<file path="src/rtl/wgm_pkg.sv">
package wgm_pkg;

  localparam int SUBJ_W       = 16;
  localparam int CFG_DATA_W   = 64;
  localparam int CFG_IDX_W    = 3;
  localparam int LEN_REG_W    = 5;
  localparam int WORD_CHARS   = 4;
  localparam int PCHAR_W      = 16;
  localparam int OUT_DATA_W   = 8;

  localparam logic [SUBJ_W-1:0] CH_STAR     = 16'h002A;
  localparam logic [SUBJ_W-1:0] CH_QUESTION = 16'h003F;

  typedef enum logic [CFG_IDX_W-1:0] {
    REG_PATTERN_WORD_0 = 3'd0,
    REG_PATTERN_WORD_1 = 3'd1,
    REG_PATTERN_WORD_2 = 3'd2,
    REG_PATTERN_WORD_3 = 3'd3,
    REG_PATTERN_LENGTH = 3'd4
  } cfg_reg_e;

  // one subject word held in the input register
  typedef struct packed {
    logic              last_char;
    logic [SUBJ_W-1:0] subject_char;
  } wgm_word_t;

endpackage

</file>
<file path="src/rtl/wildcard_glob_matcher_core.sv">
// channel | direction | handshake         | content
// in_     | input     | tvalid / tready   | tdata[15:0] subject_char, tlast last_char
// out_    | output    | tvalid / tready   | tdata[0] matched, upper bits zero
// cfg_    | input     | valid / ready     | index selects register, data is the value
//
// one word per cycle sustained while no last word waits on a stalled result; a word
// passes an input register, then the active-position update and star closure; a last
// word then passes the result register
// rst_n is synchronous: empty pattern, length 0, start state, no result pending
// a stalled result blocks the input only while a last word waits behind it
// cfg_ready is always high
module wildcard_glob_matcher_core #(
  parameter int PATTERN_MAX = 16,
  parameter int CHAR_BITS   = 16
) (
  input  logic                              clk,
  input  logic                              rst_n,
  input  logic                              in_tvalid,
  output logic                              in_tready,
  input  logic [wgm_pkg::SUBJ_W-1:0]        in_tdata,   // [15:0] subject_char
  input  logic                              in_tlast,   // last_char
  output logic                              out_tvalid,
  input  logic                              out_tready,
  output logic [wgm_pkg::OUT_DATA_W-1:0]    out_tdata,  // [0] matched, [7:1] zero
  input  logic                              cfg_valid,
  output logic                              cfg_ready,
  input  logic [wgm_pkg::CFG_IDX_W-1:0]     cfg_index,
  input  logic [wgm_pkg::CFG_DATA_W-1:0]    cfg_data
);
  import wgm_pkg::*;

  localparam int LEN_W = $clog2(PATTERN_MAX + 1);
  localparam int VEC_W = PATTERN_MAX + 1;

  logic [PATTERN_MAX-1:0][CHAR_BITS-1:0] pat_chars;
  logic [LEN_W-1:0]                      pat_len;

  wgm_word_t        inq_r;
  logic             inq_valid_r;
  logic             inq_valid_nxt;
  logic [VEC_W-1:0] active_r;
  logic             at_start_r;
  logic             out_valid_r;
  logic             out_valid_nxt;
  logic             out_matched_r;
  logic [VEC_W-1:0] next_vec;
  logic             matched;
  logic             in_fire;
  logic             consume;
  logic             load_out;

  assign cfg_ready = 1'b1;

  wgm_pattern_regs #(
    .PATTERN_MAX (PATTERN_MAX),
    .CHAR_BITS   (CHAR_BITS)
  ) u_pattern (
    .clk       (clk),
    .rst_n     (rst_n),
    .wr_en     (cfg_valid && cfg_ready),
    .wr_index  (cfg_index),
    .wr_data   (cfg_data),
    .pat_chars (pat_chars),
    .pat_len   (pat_len)
  );

  wgm_step #(
    .PATTERN_MAX (PATTERN_MAX),
    .CHAR_BITS   (CHAR_BITS)
  ) u_step (
    .pat_chars (pat_chars),
    .pat_len   (pat_len),
    .active    (active_r),
    .at_start  (at_start_r),
    .word      (inq_r),
    .next_vec  (next_vec),
    .matched   (matched)
  );

  // a last word needs room in the result register, others always move on
  assign consume   = inq_valid_r && (!inq_r.last_char || !out_valid_r || out_tready);
  assign load_out  = consume && inq_r.last_char;
  assign in_tready = !inq_valid_r || consume;
  assign in_fire   = in_tvalid && in_tready;

  always_comb begin
    inq_valid_nxt = inq_valid_r;
    if (in_fire) begin
      inq_valid_nxt = 1'b1;
    end else if (consume) begin
      inq_valid_nxt = 1'b0;
    end
    out_valid_nxt = out_valid_r;
    if (load_out) begin
      out_valid_nxt = 1'b1;
    end else if (out_tready) begin
      out_valid_nxt = 1'b0;
    end
  end

  always_ff @(posedge clk) begin
    if (!rst_n) begin
      inq_valid_r <= 1'b0;
      out_valid_r <= 1'b0;
      at_start_r  <= 1'b1;
    end else begin
      inq_valid_r <= inq_valid_nxt;
      out_valid_r <= out_valid_nxt;
      if (consume) begin
        at_start_r <= inq_r.last_char;
      end
    end
  end

  always_ff @(posedge clk) begin
    if (in_fire) begin
      inq_r.subject_char <= in_tdata;
      inq_r.last_char    <= in_tlast;
    end
    if (consume) begin
      active_r <= next_vec;
    end
    if (load_out) begin
      out_matched_r <= matched;
    end
  end

  assign out_tvalid = out_valid_r;
  assign out_tdata  = {{(OUT_DATA_W - 1){1'b0}}, out_matched_r};

  a_restart_after_last: assert property (@(posedge clk) disable iff (!rst_n)
    load_out |=> at_start_r)
    else $error("block did not return to start state after last word");

  a_no_result_overwrite: assert property (@(posedge clk) disable iff (!rst_n)
    load_out |-> (!out_valid_r || out_tready))
    else $error("pending result overwritten");

  a_ready_only_when_blocked: assert property (@(posedge clk) disable iff (!rst_n)
    !in_tready |-> (inq_valid_r && inq_r.last_char && out_valid_r && !out_tready))
    else $error("input stalled without a blocked last word");

endmodule

</file>
<file path="src/rtl/wgm_pattern_regs.sv">
module wgm_pattern_regs #(
  parameter int PATTERN_MAX = 16,
  parameter int CHAR_BITS   = 16,
  localparam int LEN_W      = $clog2(PATTERN_MAX + 1)
) (
  input  logic                                    clk,
  input  logic                                    rst_n,
  input  logic                                    wr_en,
  input  logic [wgm_pkg::CFG_IDX_W-1:0]           wr_index,
  input  logic [wgm_pkg::CFG_DATA_W-1:0]          wr_data,
  output logic [PATTERN_MAX-1:0][CHAR_BITS-1:0]   pat_chars,
  output logic [LEN_W-1:0]                        pat_len
);
  import wgm_pkg::*;

  logic [PATTERN_MAX-1:0][CHAR_BITS-1:0] chars_r;
  logic [LEN_REG_W-1:0]                  len_raw_r;

  always_ff @(posedge clk) begin
    if (!rst_n) begin
      chars_r   <= '0;
      len_raw_r <= '0;
    end else if (wr_en) begin
      for (int i = 0; i < PATTERN_MAX; i++) begin
        if (wr_index == (CFG_IDX_W'(REG_PATTERN_WORD_0) + CFG_IDX_W'(i >> 2))) begin
          chars_r[i] <= wr_data[PCHAR_W*(i & (WORD_CHARS - 1)) +: CHAR_BITS];
        end
      end
      if (wr_index == REG_PATTERN_LENGTH) begin
        len_raw_r <= wr_data[LEN_REG_W-1:0];
      end
    end
  end

  // lengths beyond the pattern store saturate
  always_comb begin
    if (len_raw_r > LEN_REG_W'(PATTERN_MAX)) begin
      pat_len = LEN_W'(PATTERN_MAX);
    end else begin
      pat_len = len_raw_r[LEN_W-1:0];
    end
  end

  assign pat_chars = chars_r;

endmodule

</file>
<file path="src/rtl/wgm_step.sv">
module wgm_step #(
  parameter int PATTERN_MAX = 16,
  parameter int CHAR_BITS   = 16,
  localparam int LEN_W      = $clog2(PATTERN_MAX + 1),
  localparam int VEC_W      = PATTERN_MAX + 1
) (
  input  logic [PATTERN_MAX-1:0][CHAR_BITS-1:0] pat_chars,
  input  logic [LEN_W-1:0]                      pat_len,
  input  logic [VEC_W-1:0]                      active,
  input  logic                                  at_start,
  input  wgm_pkg::wgm_word_t                    word,
  output logic [VEC_W-1:0]                      next_vec,
  output logic                                  matched
);
  import wgm_pkg::*;

  localparam int STEPS = $clog2(VEC_W);

  logic [VEC_W-1:0]       vmask;
  logic [VEC_W-1:0]       link;
  logic [VEC_W-1:0]       start_vec;
  logic [VEC_W-1:0]       cur_vec;
  logic [VEC_W-1:0]       step_vec;
  logic [PATTERN_MAX-1:0] is_star;
  logic [PATTERN_MAX-1:0] hit;

  // star closure as a parallel prefix: link[i] carries bit i-1 into bit i
  function automatic logic [VEC_W-1:0] close_stars(input logic [VEC_W-1:0] v,
                                                   input logic [VEC_W-1:0] lk);
    logic [VEC_W-1:0] g;
    logic [VEC_W-1:0] p;
    logic [VEC_W-1:0] g_n;
    logic [VEC_W-1:0] p_n;
    g = v;
    p = lk;
    for (int s = 0; s < STEPS; s++) begin
      g_n = g | (p & (g << (1 << s)));
      p_n = p & (p << (1 << s));
      g   = g_n;
      p   = p_n;
    end
    return g;
  endfunction

  always_comb begin
    link = '0;
    for (int i = 0; i < PATTERN_MAX; i++) begin
      is_star[i] = (LEN_W'(i) < pat_len) && (pat_chars[i] == CH_STAR[CHAR_BITS-1:0]);
      hit[i]     = (LEN_W'(i) < pat_len) && !is_star[i] &&
                   ((pat_chars[i] == CH_QUESTION[CHAR_BITS-1:0]) ||
                    (pat_chars[i] == word.subject_char[CHAR_BITS-1:0]));
      link[i+1]  = is_star[i];
    end
    for (int i = 0; i < VEC_W; i++) begin
      vmask[i] = (LEN_W'(i) <= pat_len);
    end
  end

  always_comb begin
    start_vec = close_stars(VEC_W'(1), link) & vmask;
    cur_vec   = at_start ? start_vec : (active & vmask);
    step_vec  = '0;
    for (int i = 0; i < PATTERN_MAX; i++) begin
      step_vec[i]   = step_vec[i] | (cur_vec[i] & is_star[i]);
      step_vec[i+1] = cur_vec[i] & hit[i];
    end
    next_vec = close_stars(step_vec, link) & vmask;
    matched  = next_vec[pat_len];
  end

endmodule
</file>
<file path="config.mk">
export PLATFORM = sky130hd
export DESIGN_NAME = wildcard_glob_matcher_core
export DESIGN_NICKNAME = d
export VERILOG_FILES = /design/src/rtl/wgm_pkg.sv /design/src/rtl/wildcard_glob_matcher_core.sv /design/src/rtl/wgm_pattern_regs.sv /design/src/rtl/wgm_step.sv
export SDC_FILE = /design/constraint.sdc
export NUM_CORES = 1
export LEC_CHECK = 0
export BUFFER_PORTS_ARGS = -buffer_cell sky130_fd_sc_hd__clkbuf_2
export CAP_MARGIN = 5
export CORE_ASPECT_RATIO = 0.6
export CORE_MARGIN = 5
export CORE_UTILIZATION = 45
export DETAILED_ROUTE_END_ITERATION = 8
export GPL_TIMING_DRIVEN = 0
export HOLD_SLACK_MARGIN = 0.05
export SYNTH_ARGS = -nofsm -noshare
export SYNTH_HDL_FRONTEND = slang
export SYNTH_HIERARCHICAL = 1
export SYNTH_SLANG_ARGS = --single-unit
</file>
<file path="constraint.sdc">
create_clock -name clk -period 4.85 [get_ports clk]
set_clock_uncertainty 0.2 [all_clocks]
set_input_delay 0.2425 -clock clk [delete_from_list [all_inputs] [get_ports clk]]
set_output_delay 0.2425 -clock clk [all_outputs]
set_load 0.02 [all_outputs]
</file>
==> impl_metrics.env, run 1 <==
export IMPL_peakVddDrop_mv=0.248
export IMPL_maxSlewViolCount=0
export IMPL_cts_buffer_depth=3
export IMPL_power_uw=5790
export IMPL_worstPathMaxFanout=10
export IMPL_critPathLaunch="inq_r[14]$_DFFE_PP_"
export IMPL_gr_total_overflow=0
export IMPL_final_setup_tns_ps=0
export IMPL_finalNonFillerCells=2497
export IMPL_final_common_cell="nand2_1"
export IMPL_p_per_area_nw_per_um2=298
export IMPL_area_growth_pct=18.7
export IMPL_cp_required_ps=5060
export IMPL_crit_cells=13
export IMPL_postLayoutCoreUtil_pct=53.8
export IMPL_route_vias_total=14600
export IMPL_clkSlewWorstSetupHoldPaths_ps=70
export IMPL_place_hpwl_mm=44.8
export IMPL_coreArea_um2=36100
export IMPL_numPortBuffers=91
export IMPL_dieArea_um2=40400
export IMPL_worstPathArrival_ps=4900
export IMPL_rr_worst_depth=13
export IMPL_layout_common_cells="355 x nand2_1, 264 x dfxtp_1, 263 x mux2i_1, 240 x xnor2_1, 92 x clkbuf_2"
export IMPL_globalplace_congestion=0.958
export IMPL_cp_slowest_cell="buf_2"
export IMPL_worst_pin_slew_ps=1250
export IMPL_drc=0
export IMPL_cts_sinks=298
export IMPL_nNetsFinal=2085
export IMPL_grt_pass1_vias=13700
export IMPL_place_ws_ps=122
export IMPL_rrSetupSlack_ps=150
export IMPL_viasPerCell=5.86
export IMPL_worst_slack_ps=151
export IMPL_finalSetupViolations=0
export IMPL_htreeDepth=1
export IMPL_syn_area_per_cell_um2=9.21
export IMPL_antenna_found_initial=1
export IMPL_cts_buffers=30
export IMPL_hp_class="primary input to flop"
export IMPL_die_w_um=256
export IMPL_row_count=54
export IMPL_ant_nets=0
export IMPL_die_h_um=158
export IMPL_grt_total_usage_pct=28.9
export IMPL_crit_chain="buf_2, buf_2, xnor2_1, nand4_1, nor4_2, o221ai_1, o32ai_1, a32oi_1, o311ai_2, a221oi_2, or4_1, a41o_1, o211ai_2"
export IMPL_hold_viol=0
export IMPL_drt_total_wl_mm=60.8
export IMPL_r2r_end="out_matched_r$_DFFE_PP_"
export IMPL_clkLatencyLatePin_ps=610
export IMPL_cts_root_buffer="clkbuf_16"
export IMPL_critPathCaptureType="flop"
export IMPL_crit_path_frequent_cell="buf_2"
export IMPL_yosys_warnings=6
export IMPL_period_share_pct=96.9
export IMPL_syn_area_um2=16400
export IMPL_max_cap_violations=0
export IMPL_path_buf_inv=2
export IMPL_fmax_ghz=0.213
export IMPL_critPathTopFamily="compound AO/OA/AOI/OAI gates"
export IMPL_path_class="flop to flop"
export IMPL_wl_per_cell_um=24.4
export IMPL_ioPinCount=100
export IMPL_first_pass_iters=6
export IMPL_grt_pass1_wl_mm=88.7
export IMPL_status="finished clean"
export IMPL_slowest_delay_ps=550
export IMPL_rsz0062_at_grt="false"
export IMPL_r2r_start="inq_r[14]$_DFFE_PP_"
export IMPL_worstSetupStartpointType="flop"
export IMPL_drive_gt1_share_pct=12.9
export IMPL_period_needed_ps=4700
export IMPL_start_util_pct=45.3
export IMPL_cts_tree="built"
export IMPL_num_fill_cells=3345
export IMPL_cp_endpoint="out_matched_r$_DFFE_PP_"
export IMPL_syn_inst=1779
export IMPL_power_leakage_uw=0.00742
export IMPL_max_slew_margin_pct=15.6
export IMPL_grt_max_degree=18
export IMPL_dp_cells=2352
export IMPL_drt_iter0_markers=1942
==> power breakdown <==
part           leakage (µW)  total, µW  internal (µW)  switching (µW)
logic               0.00445        703            282             420
registers           0.00247       2620           2550            63.2
clock network      0.000504       2470           1430            1050
total               0.00742       5790           4260            1530
==> repair_timing <==
item | 4_1_cts | 5_1_grt
hold buffers | 88 | 0
setup endpoints to repair | 0 | 1
resized for setup | 0 | 16
buffers inserted | 0 | 0
endpoints found under the hold margin | 282 | 0
==> metal layers <==
metal	routed length [µm]	up-vias	track usage, %
li1	-	6656	-
met1	27700	7074	41.7
met2	23600	781	40.1
met3	7740	113	10.9
met4	1630	4	7.68
met5	179	-	3.13
==> area by class of cell <==
cell class	instances	area [µm²]	area share, %
Multi-Input combinational cell	1346	9340	48.0
Sequential cell	298	6310	32.4
Timing Repair Buffer	179	1340	6.87
Clock buffer	39	836	4.30
Buffer	122	759	3.90
Tap cell	476	596	3.06
Clock inverter	17	204	1.05
Inverter	19	71.3	0.367
Antenna cell	1	2.50	0.0129
==> state kept, by name, indices dropped and copies added, names as in the netlist <==
register	cells
out_tvalid	1
inq_r	17
inq_valid_r	1
at_start_r	1
active_r	16
out_matched_r	1
u_pattern/len_raw_r	5
u_pattern/pat_chars	256
==> worst min-delay path by stage <==
stage                      start                                    end  slack, ps  cells after the start
floorplan                  rst_n                at_start_r$_SDFFE_PN1P_        120                      1
global placement     in_tdata[6]                     inq_r[6]$_DFFE_PP_        220                      1
detailed placement  in_tdata[11]                    inq_r[11]$_DFFE_PP_        220                      1
CTS                    cfg_valid  u_pattern/pat_chars[175]$_SDFFE_PN0P_         90                      4
global route           cfg_valid  u_pattern/pat_chars[191]$_SDFFE_PN0P_        120                      4
finish                 cfg_valid  u_pattern/pat_chars[191]$_SDFFE_PN0P_        130                      4
==> per-stage QoR <==
step / hold slack [ps] / instance area (µm²)
global placement: 221 / 17500
CTS: 86.6 / 19400
floorplan: 122 / 16400
finish: 128 / 19500
global route: 119 / 19500
detailed placement: 221 / 17500
==> tightest hold or removal path, cell delays in order <==
cell and delay, ps:
clkbuf_2 120, nand4bb_1 110, buf_2 250, mux2i_1 160
No activity file was read; power rests on OpenSTA's default activity.
==> inputs of run 2 (changes only) <==
--- a/config.mk
+++ b/config.mk
@@ -7,12 +7,15 @@
 export LEC_CHECK = 0
 export BUFFER_PORTS_ARGS = -buffer_cell sky130_fd_sc_hd__clkbuf_2
 export CAP_MARGIN = 5
+export CELL_PAD_IN_SITES_DETAIL_PLACEMENT = 1
+export CELL_PAD_IN_SITES_GLOBAL_PLACEMENT = 1
 export CORE_ASPECT_RATIO = 0.6
 export CORE_MARGIN = 5
-export CORE_UTILIZATION = 45
+export CORE_UTILIZATION = 43
 export DETAILED_ROUTE_END_ITERATION = 8
 export GPL_TIMING_DRIVEN = 0
 export HOLD_SLACK_MARGIN = 0.05
+export PLACE_DENSITY_LB_ADDON = 0.1
 export SYNTH_ARGS = -nofsm -noshare
 export SYNTH_HDL_FRONTEND = slang
 export SYNTH_HIERARCHICAL = 1
==> constraint.sdc (replaced) <==
create_clock -name clk -period 3.8 [get_ports clk]
set_clock_uncertainty 0.2 [all_clocks]
set_input_delay 0.19 -clock clk [delete_from_list [all_inputs] [get_ports clk]]
set_output_delay 0.19 -clock clk [all_outputs]
set_load 0.02 [all_outputs]
==> run 2 against run 1 <==
Against the previous run: the flow now finishes with violations (setup timing); design area increased by 6.3%; final cell count increased by 3.5%; setup slack got worse by 450 ps; sequential cell count unchanged; hold slack got worse by 26 ps; highest routed layer unchanged; core utilization increased by 1.1 points; largest cell class unchanged; power increased by 30%; wire length increased by 15%; combinational power increased by 40%; count of clock-buffer cells in the layout increased by 8; sequential power increased by 27%; die area increased by 4.4%.
==> impl_metrics.env, run 2 (synthesized netlist as in run 1, its figures left out) <==
export IMPL_rrSetupSlack_ps=-300
export IMPL_gr_total_overflow=0
export IMPL_area_growth_pct=26.2
export IMPL_finalSetupViolations=1
export IMPL_coreArea_um2=37600
export IMPL_hold_viol=0
export IMPL_dp_cells=2390
export IMPL_power_leakage_uw=0.00796
export IMPL_largest_register_ffs=256
export IMPL_postLayoutCoreUtil_pct=54.9
export IMPL_grt_pass1_wl_mm=102
export IMPL_antenna_found_initial=3
export IMPL_status="finished, violations left"
export IMPL_cts_sinks=298
export IMPL_drc=0
export IMPL_rsz0062_at_grt="true"
export IMPL_cts_root_buffer="clkbuf_16"
export IMPL_route_vias_total=15300
export IMPL_final_common_cell="nand2_1"
export IMPL_die_h_um=161
export IMPL_max_cap_violations=0
export IMPL_ant_nets=0
export IMPL_dieArea_um2=42200
export IMPL_violations="setup timing"
export IMPL_critPathLaunch="u_pattern/len_raw_r[4]$_SDFFE_PN0P_"
export IMPL_max_slew_margin_pct=18.2
export IMPL_maxSlewViolCount=0
export IMPL_die_w_um=262
export IMPL_cp_endpoint="out_matched_r$_DFFE_PP_"
export IMPL_numPortBuffers=91
export IMPL_critPathCaptureType="flop"
export IMPL_period_share_pct=108
export IMPL_worstPathArrival_ps=4240
export IMPL_grt_pass1_vias=15500
export IMPL_htreeDepth=1
export IMPL_row_count=55
export IMPL_place_hpwl_mm=48.8
export IMPL_worst_pin_slew_ps=1230
export IMPL_num_fill_cells=4254
export IMPL_drive_gt1_share_pct=18.8
export IMPL_worstPathMaxFanout=6
export IMPL_globalplace_congestion=0.930
export IMPL_clkLatencyLatePin_ps=600
export IMPL_start_util_pct=43.5
export IMPL_hp_class="primary input to flop"
export IMPL_ioPinCount=100
export IMPL_wl_per_cell_um=27.0
export IMPL_finalNonFillerCells=2584
export IMPL_grt_total_usage_pct=32.0
export IMPL_peakVddDrop_mv=0.378
export IMPL_period_needed_ps=4100
export IMPL_final_setup_tns_ps=-303
export IMPL_layout_common_cells="353 x nand2_1, 263 x mux2i_1, 262 x dfxtp_1, 238 x xnor2_1, 94 x clkbuf_2"
export IMPL_worst_slack_ps=-303
export IMPL_worstSetupStartpointType="flop"
export IMPL_r2r_start="u_pattern/len_raw_r[4]$_SDFFE_PN0P_"
export IMPL_fmax_ghz=0.244
export IMPL_rr_worst_depth=14
export IMPL_clkSlewWorstSetupHoldPaths_ps=70
export IMPL_grt_max_degree=18
export IMPL_first_pass_iters=5
export IMPL_cts_tree="built"
export IMPL_power_uw=7500
export IMPL_cts_buffer_depth=3
export IMPL_cts_buffers=31
export IMPL_cp_required_ps=3940
export IMPL_p_per_area_nw_per_um2=363
export IMPL_viasPerCell=5.92
export IMPL_drt_total_wl_mm=69.8
export IMPL_nNetsFinal=2135
export IMPL_r2r_end="out_matched_r$_DFFE_PP_"
export IMPL_drt_iter0_markers=1531
export IMPL_path_class="flop to flop"
[run 2: metrics by stage]
| stage | area (µm²) | worst slack, ps | hold WS (ps) |
|---|---|---|---|
| final | 20700 | -303 | 102 |
| after global routing | 20700 | -379 | 97.7 |
| after CTS | 20400 | -69.4 | 70.8 |
| after detailed placement | 17500 | -1070 | 169 |
| after global placement | 17500 | -1030 | 166 |
| after floorplan | 16400 | 240 | 70.0 |
[run 2: per-layer routing]
layer  global-route usage [%]  routed length (µm)  vias up
met4                     7.98                1910        2
met2                     46.5               29000      716
met5                        0                   7        -
met3                     6.95                7340      131
met1                     48.1               31500     7687
li1                         -                   -     6768
[run 2: layout make-up]
| type | count | area, µm² | share of cell area [%] |
|---|---|---|---|
| clock buffers | 47 | 918 | 4.44 |
| diodes | 1 | 2.50 | 0.0121 |
| inverters | 19 | 71.3 | 0.345 |
| well taps | 513 | 642 | 3.10 |
| clock inverters | 10 | 116 | 0.563 |
| plain buffers | 120 | 876 | 4.24 |
| repair buffers | 230 | 1750 | 8.46 |
| multi-input cells | 1346 | 9990 | 48.3 |
| flip-flops and latches | 298 | 6310 | 30.5 |
[run 2: worst min path at each step]
stage | from | end | slack [ps] | cells after the start
finish | in_tdata[3] | inq_r[3]$_DFFE_PP_ | 100 | 2
global placement | in_tdata[3] | inq_r[3]$_DFFE_PP_ | 170 | 1
floorplan | rst_n | at_start_r$_SDFFE_PN1P_ | 70 | 1
detailed placement | in_tdata[7] | inq_r[7]$_DFFE_PP_ | 170 | 1
CTS | cfg_valid | u_pattern/pat_chars[79]$_SDFFE_PN0P_ | 70 | 4
global route | in_tdata[1] | inq_r[1]$_DFFE_PP_ | 100 | 2
[run 2: critical path, cell delays in order (launching register included)]
cell and delay [ps]:
dfxtp_4 400, nor2b_1 70, buf_4 130, or3_4 450, o21ai_0 380, nor4_4 80, o21ai_2 210, nor4_1 100
a211oi_2 350, o2111ai_2 230, a2111oi_4 490, inv_2 100, a2111oi_4 340, a41o_1 230, o211ai_2 80
[run 2: power by group]
| part | internal (µW) | switching [µW] | total (µW) |
|---|---|---|---|
| clock | 1800 | 1370 | 3170 |
| combinational | 392 | 592 | 984 |
| sequential | 3260 | 85.4 | 3340 |
| total | 5460 | 2050 | 7500 |
[run 2: timing repair]
item / CTS / global route
resized for setup: 144 / 39
hold buffers: 90 / 0
setup endpoints to repair: 11 / 4
setup buffers: 43 / 6
gates cloned: 0 / 0
endpoints found under the hold margin: 287 / 0
pin swaps: 46 / 27
